--- src/sv/psf_pkg.sv ---
// Shared types, widths and the quarter-wave sine table for the fringe pixel generator.
// Used by psf_phase_unit and phase_shift_fringe_pixel_generator_top; no dependencies.
`default_nettype none

package psf_pkg;

   // Limits and fixed-point formats
   localparam int MAX_DIM    = 4096;
   localparam int MAX_STEPS  = 64;
   localparam int PHASE_BITS = 16;
   localparam int TURN_BITS  = 12;
   localparam int TURN_SHIFT = PHASE_BITS - TURN_BITS;
   localparam int QUARTER    = 1024;
   localparam int QTR_W      = $clog2(QUARTER);

   // Field and register widths
   localparam int SIZE_W  = 13;
   localparam int COORD_W = 12;
   localparam int FP_W    = 11;
   localparam int STEP_W  = 7;
   localparam int GRAY_W  = 8;
   localparam int IDX_W   = 3;
   localparam int DATA_W  = 13;

   // Derived datapath widths
   localparam int PROD_W    = FP_W + COORD_W;
   localparam int REM_W     = SIZE_W;
   localparam int DEN_W     = SIZE_W + STEP_W;
   localparam int DIV_STEPS = PHASE_BITS + 1;
   localparam int DVD_W     = DEN_W + PHASE_BITS;
   localparam int ROM_W     = 15;

   // Register indexes
   localparam logic [IDX_W-1:0] REG_IMAGE_WIDTH    = 3'd0;
   localparam logic [IDX_W-1:0] REG_IMAGE_HEIGHT   = 3'd1;
   localparam logic [IDX_W-1:0] REG_FRINGE_PERIODS = 3'd2;
   localparam logic [IDX_W-1:0] REG_AMPLITUDE      = 3'd3;
   localparam logic [IDX_W-1:0] REG_DC_LEVEL       = 3'd4;
   localparam logic [IDX_W-1:0] REG_PHASE_STEPS    = 3'd5;

   // Word entering the phase pipeline
   typedef struct packed {
      logic                vld;
      logic                kill;
      logic [SIZE_W-1:0]   size;
      logic [COORD_W-1:0]  coord;
      logic [STEP_W-1:0]   k;
   } psf_req_type;

   // Word leaving the phase pipeline
   typedef struct packed {
      logic                 vld;
      logic                 kill;
      logic [TURN_BITS-1:0] t;
   } psf_phase_type;

   typedef logic [ROM_W-1:0] sine_rom_type [0:QUARTER];

   // Taylor series constants: pi/2 in Q30 and the term divisors (2n)(2n+1)
   localparam longint unsigned HALF_PI_Q30 = 64'd1686629713;
   localparam longint unsigned TAYLOR_D1 = 64'd6;
   localparam longint unsigned TAYLOR_D2 = 64'd20;
   localparam longint unsigned TAYLOR_D3 = 64'd42;
   localparam longint unsigned TAYLOR_D4 = 64'd72;
   localparam longint unsigned TAYLOR_D5 = 64'd110;

   // Build the quarter-wave table at elaboration: Q30 series through x^11
   function automatic sine_rom_type build_sine_rom();
      sine_rom_type    rom;
      longint unsigned x;
      longint unsigned x2;
      longint unsigned term;
      longint          sum;
      longint unsigned v;
      for (int i = 0; i <= QUARTER; i++) begin
         x    = (longint'(i) * HALF_PI_Q30) >> 10;
         x2   = (x * x) >> 30;
         term = x;
         sum  = longint'(x);
         term = ((term * x2) >> 30) / TAYLOR_D1;
         sum  = sum - longint'(term);
         term = ((term * x2) >> 30) / TAYLOR_D2;
         sum  = sum + longint'(term);
         term = ((term * x2) >> 30) / TAYLOR_D3;
         sum  = sum - longint'(term);
         term = ((term * x2) >> 30) / TAYLOR_D4;
         sum  = sum + longint'(term);
         term = ((term * x2) >> 30) / TAYLOR_D5;
         sum  = sum - longint'(term);
         if (sum < 0) begin
            sum = 0;
         end
         v = (longint'(sum) + 64'd16384) >> 15;
         if (v > 64'd32767) begin
            v = 64'd32767;
         end
         rom[i] = ROM_W'(v);
      end
      return rom;
   endfunction

endpackage

`default_nettype wire

--- src/sv/psf_phase_unit.sv ---
// Phase pipeline: fringe phase of one pixel as a turn index, one word per clock while advance is high.
// Depends on psf_pkg for widths and the request and phase word structs.
`default_nettype none

module psf_phase_unit
   import psf_pkg::*;
(
   input  wire logic               clock,
   input  wire logic               reset,
   input  wire logic               advance,
   input  wire psf_req_type        req,
   input  wire logic [FP_W-1:0]    fringe_periods,
   input  wire logic [STEP_W-1:0]  phase_steps,
   output psf_phase_type           phase_out
);

   localparam int MOD_STEPS = PROD_W;

   // Remainder stages: periods*coord mod size, one dividend bit per stage
   logic                vld_m_ff  [0:MOD_STEPS];
   logic                kill_m_ff [0:MOD_STEPS];
   logic [REM_W-1:0]    rem_m_ff  [0:MOD_STEPS];
   logic [PROD_W-1:0]   dvd_m_ff  [0:MOD_STEPS];
   logic [SIZE_W-1:0]   size_m_ff [0:MOD_STEPS];
   logic [STEP_W-1:0]   k_m_ff    [0:MOD_STEPS];
   logic [REM_W-1:0]    rem_m_in  [1:MOD_STEPS];

   // Numerator stages
   logic                vld_n1_ff, kill_n1_ff;
   logic [DEN_W-1:0]    a_n1_ff, b_n1_ff, den_n1_ff;
   logic                vld_n2_ff, kill_n2_ff;
   logic [DEN_W-1:0]    num_n2_ff, den_n2_ff;
   logic [DEN_W:0]      sum_n2_in;

   // Division stages: (num * 2^PHASE_BITS + den/2) / den, one quotient bit per stage
   logic                 vld_d_ff  [0:DIV_STEPS];
   logic                 kill_d_ff [0:DIV_STEPS];
   logic [DEN_W-1:0]     rem_d_ff  [0:DIV_STEPS];
   logic [DIV_STEPS-1:0] low_d_ff  [0:DIV_STEPS];
   logic [DIV_STEPS-1:0] quo_d_ff  [0:DIV_STEPS];
   logic [DEN_W-1:0]     den_d_ff  [0:DIV_STEPS];
   logic [DEN_W-1:0]     rem_d_in  [1:DIV_STEPS];
   logic                 ge_d_in   [1:DIV_STEPS];
   logic [DVD_W-1:0]     dvd_d_in;

   // Turn index stage
   logic                  vld_t_ff, kill_t_ff;
   logic [TURN_BITS-1:0]  t_ff;
   logic [PHASE_BITS-1:0] rnd_t_in;

   function automatic logic [REM_W-1:0] mod_step(input logic [REM_W-1:0]  rem,
                                                 input logic              din,
                                                 input logic [SIZE_W-1:0] size);
      logic [REM_W:0] trial;
      trial = {rem, din};
      if (trial >= {1'b0, size}) begin
         trial = trial - {1'b0, size};
      end
      return trial[REM_W-1:0];
   endfunction

   // Next remainder of every stage and quotient bit of every division stage
   always_comb begin
      for (int i = 1; i <= MOD_STEPS; i++) begin
         rem_m_in[i] = mod_step(rem_m_ff[i-1], dvd_m_ff[i-1][MOD_STEPS-i], size_m_ff[i-1]);
      end
      for (int i = 1; i <= DIV_STEPS; i++) begin
         ge_d_in[i]  = {rem_d_ff[i-1], low_d_ff[i-1][DIV_STEPS-i]} >= {1'b0, den_d_ff[i-1]};
         rem_d_in[i] = ge_d_in[i]
                       ? DEN_W'({rem_d_ff[i-1], low_d_ff[i-1][DIV_STEPS-i]}
                                - {1'b0, den_d_ff[i-1]})
                       : DEN_W'({rem_d_ff[i-1], low_d_ff[i-1][DIV_STEPS-i]});
      end
   end

   assign sum_n2_in = {1'b0, a_n1_ff} + {1'b0, b_n1_ff};
   assign dvd_d_in  = {num_n2_ff, {PHASE_BITS{1'b0}}} + DVD_W'(den_n2_ff >> 1);
   assign rnd_t_in  = quo_d_ff[DIV_STEPS][PHASE_BITS-1:0]
                      + PHASE_BITS'(1 << (TURN_SHIFT - 1));

   // Advance valid bits with the pipeline
   always_ff @(posedge clock) begin
      if (reset) begin
         for (int i = 0; i <= MOD_STEPS; i++) begin
            vld_m_ff[i] <= 1'b0;
         end
         for (int i = 0; i <= DIV_STEPS; i++) begin
            vld_d_ff[i] <= 1'b0;
         end
         vld_n1_ff <= 1'b0;
         vld_n2_ff <= 1'b0;
         vld_t_ff  <= 1'b0;
      end else if (advance) begin
         vld_m_ff[0] <= req.vld;
         for (int i = 1; i <= MOD_STEPS; i++) begin
            vld_m_ff[i] <= vld_m_ff[i-1];
         end
         vld_n1_ff   <= vld_m_ff[MOD_STEPS];
         vld_n2_ff   <= vld_n1_ff;
         vld_d_ff[0] <= vld_n2_ff;
         for (int i = 1; i <= DIV_STEPS; i++) begin
            vld_d_ff[i] <= vld_d_ff[i-1];
         end
         vld_t_ff <= vld_d_ff[DIV_STEPS];
      end
   end

   // Advance payload with the pipeline
   always_ff @(posedge clock) begin
      if (advance) begin
         kill_m_ff[0] <= req.kill;
         rem_m_ff[0]  <= '0;
         dvd_m_ff[0]  <= PROD_W'(fringe_periods * req.coord);
         size_m_ff[0] <= req.size;
         k_m_ff[0]    <= req.k;
         for (int i = 1; i <= MOD_STEPS; i++) begin
            kill_m_ff[i] <= kill_m_ff[i-1];
            rem_m_ff[i]  <= rem_m_in[i];
            dvd_m_ff[i]  <= dvd_m_ff[i-1];
            size_m_ff[i] <= size_m_ff[i-1];
            k_m_ff[i]    <= k_m_ff[i-1];
         end

         // Scale the remainder by N and the shift by size, form the denominator
         kill_n1_ff <= kill_m_ff[MOD_STEPS];
         a_n1_ff    <= DEN_W'(phase_steps * rem_m_ff[MOD_STEPS]);
         b_n1_ff    <= DEN_W'(k_m_ff[MOD_STEPS] * size_m_ff[MOD_STEPS]);
         den_n1_ff  <= DEN_W'(phase_steps * size_m_ff[MOD_STEPS]);

         // Wrap the numerator into one turn
         kill_n2_ff <= kill_n1_ff;
         den_n2_ff  <= den_n1_ff;
         num_n2_ff  <= (sum_n2_in >= {1'b0, den_n1_ff})
                       ? DEN_W'(sum_n2_in - {1'b0, den_n1_ff})
                       : DEN_W'(sum_n2_in);

         // Load the divider with the rounded dividend
         kill_d_ff[0] <= kill_n2_ff;
         den_d_ff[0]  <= den_n2_ff;
         rem_d_ff[0]  <= DEN_W'(dvd_d_in[DVD_W-1:DIV_STEPS]);
         low_d_ff[0]  <= dvd_d_in[DIV_STEPS-1:0];
         quo_d_ff[0]  <= '0;
         for (int i = 1; i <= DIV_STEPS; i++) begin
            kill_d_ff[i] <= kill_d_ff[i-1];
            den_d_ff[i]  <= den_d_ff[i-1];
            rem_d_ff[i]  <= rem_d_in[i];
            low_d_ff[i]  <= low_d_ff[i-1];
            quo_d_ff[i]  <= {quo_d_ff[i-1][DIV_STEPS-2:0], ge_d_in[i]};
         end

         // Round the phase fraction to a turn index
         kill_t_ff <= kill_d_ff[DIV_STEPS];
         t_ff      <= rnd_t_in[PHASE_BITS-1:TURN_SHIFT];
      end
   end

   assign phase_out.vld  = vld_t_ff;
   assign phase_out.kill = kill_t_ff;
   assign phase_out.t    = t_ff;

endmodule

`default_nettype wire

--- config.mk ---
export PLATFORM = sky130hd
export DESIGN_NAME = psf_phase_unit
export DESIGN_NICKNAME = d
export VERILOG_FILES = /design/src/sv/psf_pkg.sv /design/src/sv/psf_phase_unit.sv
export SDC_FILE = /design/constraint.sdc
export NUM_CORES = 2
export LEC_CHECK = 0
export BUFFER_PORTS_ARGS = -buffer_cell sky130_fd_sc_hd__buf_2
export CORE_AREA = 2 2 519 521
export DETAILED_ROUTE_END_ITERATION = 10
export DIE_AREA = 0 0 521 523
export GPL_TIMING_DRIVEN = 0
export PLACE_DENSITY = 0.67
export SETUP_SLACK_MARGIN = 0.5
export SKIP_LAST_GASP = 1
export SYNTH_ARGS = -nofsm -noshare
export SYNTH_HDL_FRONTEND = slang
export SYNTH_SLANG_ARGS = --single-unit
--- constraint.sdc ---
create_clock -name clock -period 6.2 [get_ports clock]
set_input_delay 1.24 -clock clock [delete_from_list [all_inputs] [get_ports clock]]
set_output_delay 1.24 -clock clock [all_outputs]
set_load 0.02 [all_outputs]
# After elaboration in Yosys (flattened, before gate mapping)
# Memory sizes are Yosys's and may differ from the RTL's. A register that Yosys moved wholly into a read port is not among the register bits.
# Index checks and enable logic that the tools add are counted.
dict set report totals {
  reg_bits 114
  latch_bits 0
  mem_bits_rw 2760
  mem_bits_ro 0
  input_bits 55
  output_inout_bits 14
  memories 12
}
dict set report op_classes {
  add_sub_neg 44
  multipliers 4
  div_mod_pow 0
  magnitude_cmp 41
  eq_ne 0
  shifts 0
  mux 89
  bitwise_logic 42
  n_reduce_logical 0
}
# memory depth word_bits read_ports rd_ports_with_merged_regs write_ports line_no
set mem_list {}
lappend mem_list {dvd_m_ff 24 23 23 0 24 psf_phase_unit.sv:23} ;# logic [PROD_W-1:0] dvd_m_ff [0:MOD_STEPS];
lappend mem_list {den_d_ff 18 20 17 0 18 psf_phase_unit.sv:41} ;# logic [DEN_W-1:0] den_d_ff [0:DIV_STEPS];
lappend mem_list {rem_d_ff 18 20 17 0 18 psf_phase_unit.sv:38} ;# logic [DEN_W-1:0] rem_d_ff [0:DIV_STEPS];
lappend mem_list {rem_m_ff 24 13 24 0 24 psf_phase_unit.sv:22} ;# logic [REM_W-1:0] rem_m_ff [0:MOD_STEPS];
lappend mem_list {size_m_ff 24 13 24 0 24 psf_phase_unit.sv:24} ;# logic [SIZE_W-1:0] size_m_ff [0:MOD_STEPS];
lappend mem_list {low_d_ff 18 17 17 0 18 psf_phase_unit.sv:39} ;# logic [DIV_STEPS-1:0] low_d_ff [0:DIV_STEPS];
lappend mem_list {{+6 memories} -- -- -- -- -- --}
# op n
set op_table {}
lappend op_table {{$ge 21x20->1} 18}
lappend op_table {{$mux 20} 18}
lappend op_table {{$sub 20x20->20} 18}
lappend op_table {{$ge 14x13->1} 23}
lappend op_table {{$mux 13} 23}
lappend op_table {{$sub 13x13->13} 23}
lappend op_table {{$mul 7x13->20} 3}
lappend op_table {{$mux 1} 48}
lappend op_table {{$or 1x1->1} 42}
lappend op_table {{$add 36x19->36} 1}
lappend op_table {{$mul 11x12->23} 1}
lappend op_table {{$add 20x20->21} 1}
lappend op_table {{$add 16x4->16 const B} 1}

# Longest topological paths before layout
dict set report logic_depth {
  depth_word 4
  ltp_mapped 22
}

# Worst setup path after synthesis
# Ideal clock, no wire load.
dict set report synth_timing {
  path_kind {input-to-reg}
  startpoint {input fringe_periods[4]}
  endpoint {memory dvd_m_ff[0][22] (netlist bit), data pin}
  setup_time_ps 258
  arrival_ps 6104
  path_slack_ps -161
  cell_stages 19
  path_cell_list {clkbuf_1 -> nand2_1 -> fa_1 -> inv_1 -> fa_1 -> inv_1 -> fa_1 -> fa_1 -> fa_1 -> inv_1 -> ha_1 -> a21o_1 -> a31o_1 -> a41o_1 -> o41a_1 -> and4_4 -> a2111oi_4 -> a21oi_2 -> xnor2_1}
}
# item line_no
set synth_rtl {}
lappend synth_rtl {{start: declaration} psf_phase_unit.sv:12} ;# input wire logic [FP_W-1:0] fringe_periods,
lappend synth_rtl {{end: declaration} psf_phase_unit.sv:23}

# Final worst setup path
dict set report layout_timing {
  startpoint {input phase_steps[6]}
  endpoint {register den_n1_ff[19], data pin}
}
dict set report layout_via {
  elab_chain_cells 1
}
# item line_no
set layout_lines {}
lappend layout_lines {{start: declaration} psf_phase_unit.sv:13} ;# input wire logic [STEP_W-1:0] phase_steps,
lappend layout_lines {{$mul 7x13->20} psf_phase_unit.sv:128} ;# den_n1_ff <= DEN_W'(phase_steps * size_m_ff[MOD_STEPS]);
lappend layout_lines {{end signal: assignment} psf_phase_unit.sv:128}
lappend layout_lines {{end: declaration} psf_phase_unit.sv:30} ;# logic [DEN_W-1:0] a_n1_ff, b_n1_ff, den_n1_ff;
# No other way between the ends.
# A chain may end at the register's enable or synchronous reset.

==> impl_summary.md <==
Final layout
The finished cells cover 0.119 mm2. Summing all multi-input logic gate instances after layout gives 0.0433 mm2. The count of cells in the finished layout, fillers not included, comes to 12545. For this run, the post-layout net count is 9960. In the final layout, the share of cells above drive strength 1 is 0.0939. The final standard cell utilization of the core is 0.444. The combined flip-flop and latch cell area is 0.0584 mm2.

Fill cells in the final layout number 23956. The relative area change from synthesis to final layout is 11.6%.

STA
For the pin with the worst max-slew slack, the measured transition is 1.07 ns. The worst relative slew slack is 0.290. In the final timing run, aggregate negative setup slack is 0 ns.

The number of max-slew violations in the final report is 0. The final count of negative-setup-slack endpoints is 0. The share of the cycle needed by the critical path after routing is 0.884.

The minimum period implied by the final worst setup slack is 5.48 ns. The count of endpoints failing hold in the final timing report is 0. Hold timing on the final database bottoms out at a slack of 0.374 ns. Timing would allow up to 182 MHz.

Setup repair after global routing could not meet its margin everywhere. Across the routed clock network, the largest skew measured is 0.0896 ns. After layout, the worst setup slack is 0.717 ns.

Clock tree
The clock transition at the registers of the reported paths is 0.06 ns. The clock net sink count is 1947. The largest buffer count on any clock path is 4. The number of H-tree branching levels is 4. The root buffer cell is sky130_fd_sc_hd__clkbuf_16.

The clock insertion delay at the later pin of the skew report is 0.88 ns. Buffers inserted during clock tree synthesis total 216. TritonCTS built the clock tree. After clock tree synthesis, the setup repair step added 0 buffers.

GRT
For this run, the total global-route usage over all layers was measured as 0.154. The leftover overflow at the end of global routing is 0. The maximum number of pins on one net before global-route repair is 194. The number of global-route vias before repair is 66062. In the global route stage, met3 resource usage came out at 0.0205. The met2 track utilization from global routing is 0.269. The first-pass GRT wire length is 344000 um. The routing layer with the top usage in global route is met2. For met1 alone, demand over resource in global routing was 0.195. The initial antenna violation count is 2.

Power and ir drop
The sum of internal, switching and leakage power is 65.4 mW. For this design the ratio of total power to cell area is 552 mW/mm2. Of the total power, the clock network draws 0.190. The fraction of power spent switching nets is 0.374. The leakage power summed over all cells is 48.5 nW.

The internal portion of the total power is 41.0 mW. Across the VDD grid, the largest voltage drop is 527 uV. The power share of the sequential group is 0.326. The switching power is 24.4 mW. The share of total power dissipated in combinational logic is 0.485.

Setup path
Of all nets on the critical path, the largest fanout is 10. The endpoint class of the critical path is a flop. The worst setup path is of the in2reg kind. The worst setup path is launched from an input port. The endpoint arrival time on the critical path is 6.14 ns. The required time of the critical path is 6.85 ns.

Yosys
The count of cell types in the netlist is 99. The number of warning messages in the yosys log is 0. Yosys attributes the largest share of cell area to sky130_fd_sc_hd__edfxtp_1, sky130_fd_sc_hd__ha_1, sky130_fd_sc_hd__fa_1, sky130_fd_sc_hd__inv_1, sky130_fd_sc_hd__xnor2_1.

The average instance in the mapped netlist occupies 12.4 um2. The synthesized net count is 9663. The cell count after synthesis is 8532.

The share of async-settable or async-resettable flops after synthesis is 0. The synthesized design contains 1944 enable-type register cells. Counting instances in the post-synthesis netlist gives the leading cell types as sky130_fd_sc_hd__edfxtp_1, sky130_fd_sc_hd__inv_1, sky130_fd_sc_hd__ha_1. Of the post-synthesis cell area, the dominant cell type holds 0.550. The cell area after synthesis is 0.106 mm2. In the synthesized netlist the dominant register cell turns out to be sky130_fd_sc_hd__edfxtp_1. The most frequent cell after synthesis is sky130_fd_sc_hd__edfxtp_1. The synthesis-stage register bit count is 1947.

The biggest area contributor in the post-synthesis netlist is sky130_fd_sc_hd__edfxtp_1. The sequential-to-total area share from yosys stat is 0.550.

Placement
Detailed placement finished with a half-perimeter wire length of 156000 um. The count of placed standard cells including taps is 12163. The number of I/O port buffers is 68. The post-detailed-placement cell area is 0.112 mm2. The global placer's final weighted congestion is 0.880.

The worst slack at placement is -0.460 ns.

Route
The final wirelength is 213000 um. In this run the remaining antenna-violating nets after routing total 0. For this run, design rule violations remaining after detail routing come to 0. The routed wire length per instance is 17.0 um. The detailed-router iteration count before antenna repair is 6.

The number of vias in the routed layout is 64698. In the routed layout, each cell is associated on average with a via count of 5.16. The first routing iteration left 4473 violations.

Die
The placeable core region is 0.267 mm2. The height of the chip is 523 um. For this configuration, the core starts out at a cell density of 0.398.

Measured along the x axis, the die boundary spans 521 um. The site row count is 190. The die covers 0.272 mm2. In this run the count of I/O pins placed on the die edge is 69.

Hold path
The type of the most critical hold path is reg2reg.

Flow run
Max-cap violations in this run came to 0.

Status
The run finished with clean final reports.
==> metal layers <==
metal | share of wire | up-vias
met3 | 0.038 | 425
li1 | - | 31246
met2 | 0.49 | 1275
met5 | 0 | -
met4 | 0.038 | 0
met1 | 0.43 | 31752
==> repair_timing <==
action                     4_1_cts  5_1_grt
gates resized for setup          1       46
setup endpoints to repair        1       11
hold buffers                     0        0
==> power by group through the flow <==
stage / Sequential (mW) / Clock, mW / Combinational [mW]
floorplan: 20.7 / 0 / 24.5
CTS: 21.3 / 12.8 / 31.5
global route: 21.6 / 13.3 / 35.4
detailed placement: 21.6 / 0 / 31.2
finish: 21.3 / 12.4 / 31.7
global placement: 22.3 / 0 / 30.4
==> placed cells by master (no fill, tap or decap), types with 232 or more instances in the layout <==
cell                          n
sky130_fd_sc_hd__a21oi_1    455
sky130_fd_sc_hd__edfxtp_1  1944
sky130_fd_sc_hd__fa_1       287
sky130_fd_sc_hd__ha_1       777
sky130_fd_sc_hd__inv_1     1054
sky130_fd_sc_hd__mux2_2     232
sky130_fd_sc_hd__nand2_1    620
sky130_fd_sc_hd__nor2_1     303
sky130_fd_sc_hd__o21ai_0    371
sky130_fd_sc_hd__xnor2_1    317
==> final cells by class <==
class / count / area share
buffer: 160 / 0.00808
timing repair buffer: 79 / 0.00555
multi-input combinational: 5369 / 0.365
clock inverter: 115 / 0.00963
tap: 3552 / 0.0375
sequential: 1947 / 0.493
clock buffer: 265 / 0.0479
inverter: 1056 / 0.0334
antenna: 2 / 0.0000422
==> sequential cells by signal, summed over array words and instances (netlist names), 12 cells and up <==
signal / flops
num_n2_ff: 20
a_n1_ff: 20
den_n2_ff: 20
b_n1_ff: 20
rem_m_ff: 299
vld_d_ff: 18
rem_d_ff: 279
size_m_ff: 312
den_d_ff: 280
t_ff: 12
kill_m_ff: 24
vld_m_ff: 24
quo_d_ff: 130
den_n1_ff: 20
dvd_m_ff: 276
kill_d_ff: 18
k_m_ff: 168
==> worst paths after layout <==
check	from	to	slack, ns	cells after the start
setup / recovery	phase_steps[6]	den_n1_ff[19]	0.72	20
hold / removal	quo_d_ff[14][10]	quo_d_ff[15][11]	0.37	0
setup reg to reg	size_m_ff[2][95]	b_n1_ff[19]	0.77	19
hold reg to reg	quo_d_ff[14][10]	quo_d_ff[15][11]	0.37	0
==> critical path, stage by stage <==
cell	delay [ns]
sky130_fd_sc_hd__buf_2	0.15
sky130_fd_sc_hd__clkbuf_2	0.25
sky130_fd_sc_hd__and2_1	0.22
sky130_fd_sc_hd__fa_1	0.54
sky130_fd_sc_hd__inv_1	0.06
sky130_fd_sc_hd__fa_1	0.53
sky130_fd_sc_hd__inv_1	0.05
sky130_fd_sc_hd__fa_1	0.53
sky130_fd_sc_hd__inv_1	0.05
sky130_fd_sc_hd__fa_1	0.53
sky130_fd_sc_hd__inv_1	0.04
sky130_fd_sc_hd__ha_1	0.35
sky130_fd_sc_hd__o21a_1	0.13
sky130_fd_sc_hd__o21ai_0	0.13
sky130_fd_sc_hd__a21oi_1	0.11
sky130_fd_sc_hd__o41ai_4	0.35
sky130_fd_sc_hd__o2111ai_1	0.21
sky130_fd_sc_hd__a31o_2	0.26
sky130_fd_sc_hd__a21oi_1	0.16
sky130_fd_sc_hd__xnor2_1	0.21
==> logic make-up after synthesis <==
group                    share of synthesized area
buffers and inverters                       0.0439
AND/OR/NAND/NOR                             0.0888
adder cells (fa/ha/maj)                      0.147
AO/OA/AOI/OAI                               0.0953
XOR/XNOR                                    0.0437
flip-flops                                   0.550
multiplexers                                0.0309
Note: power is estimated with default switching activity, not from simulation.
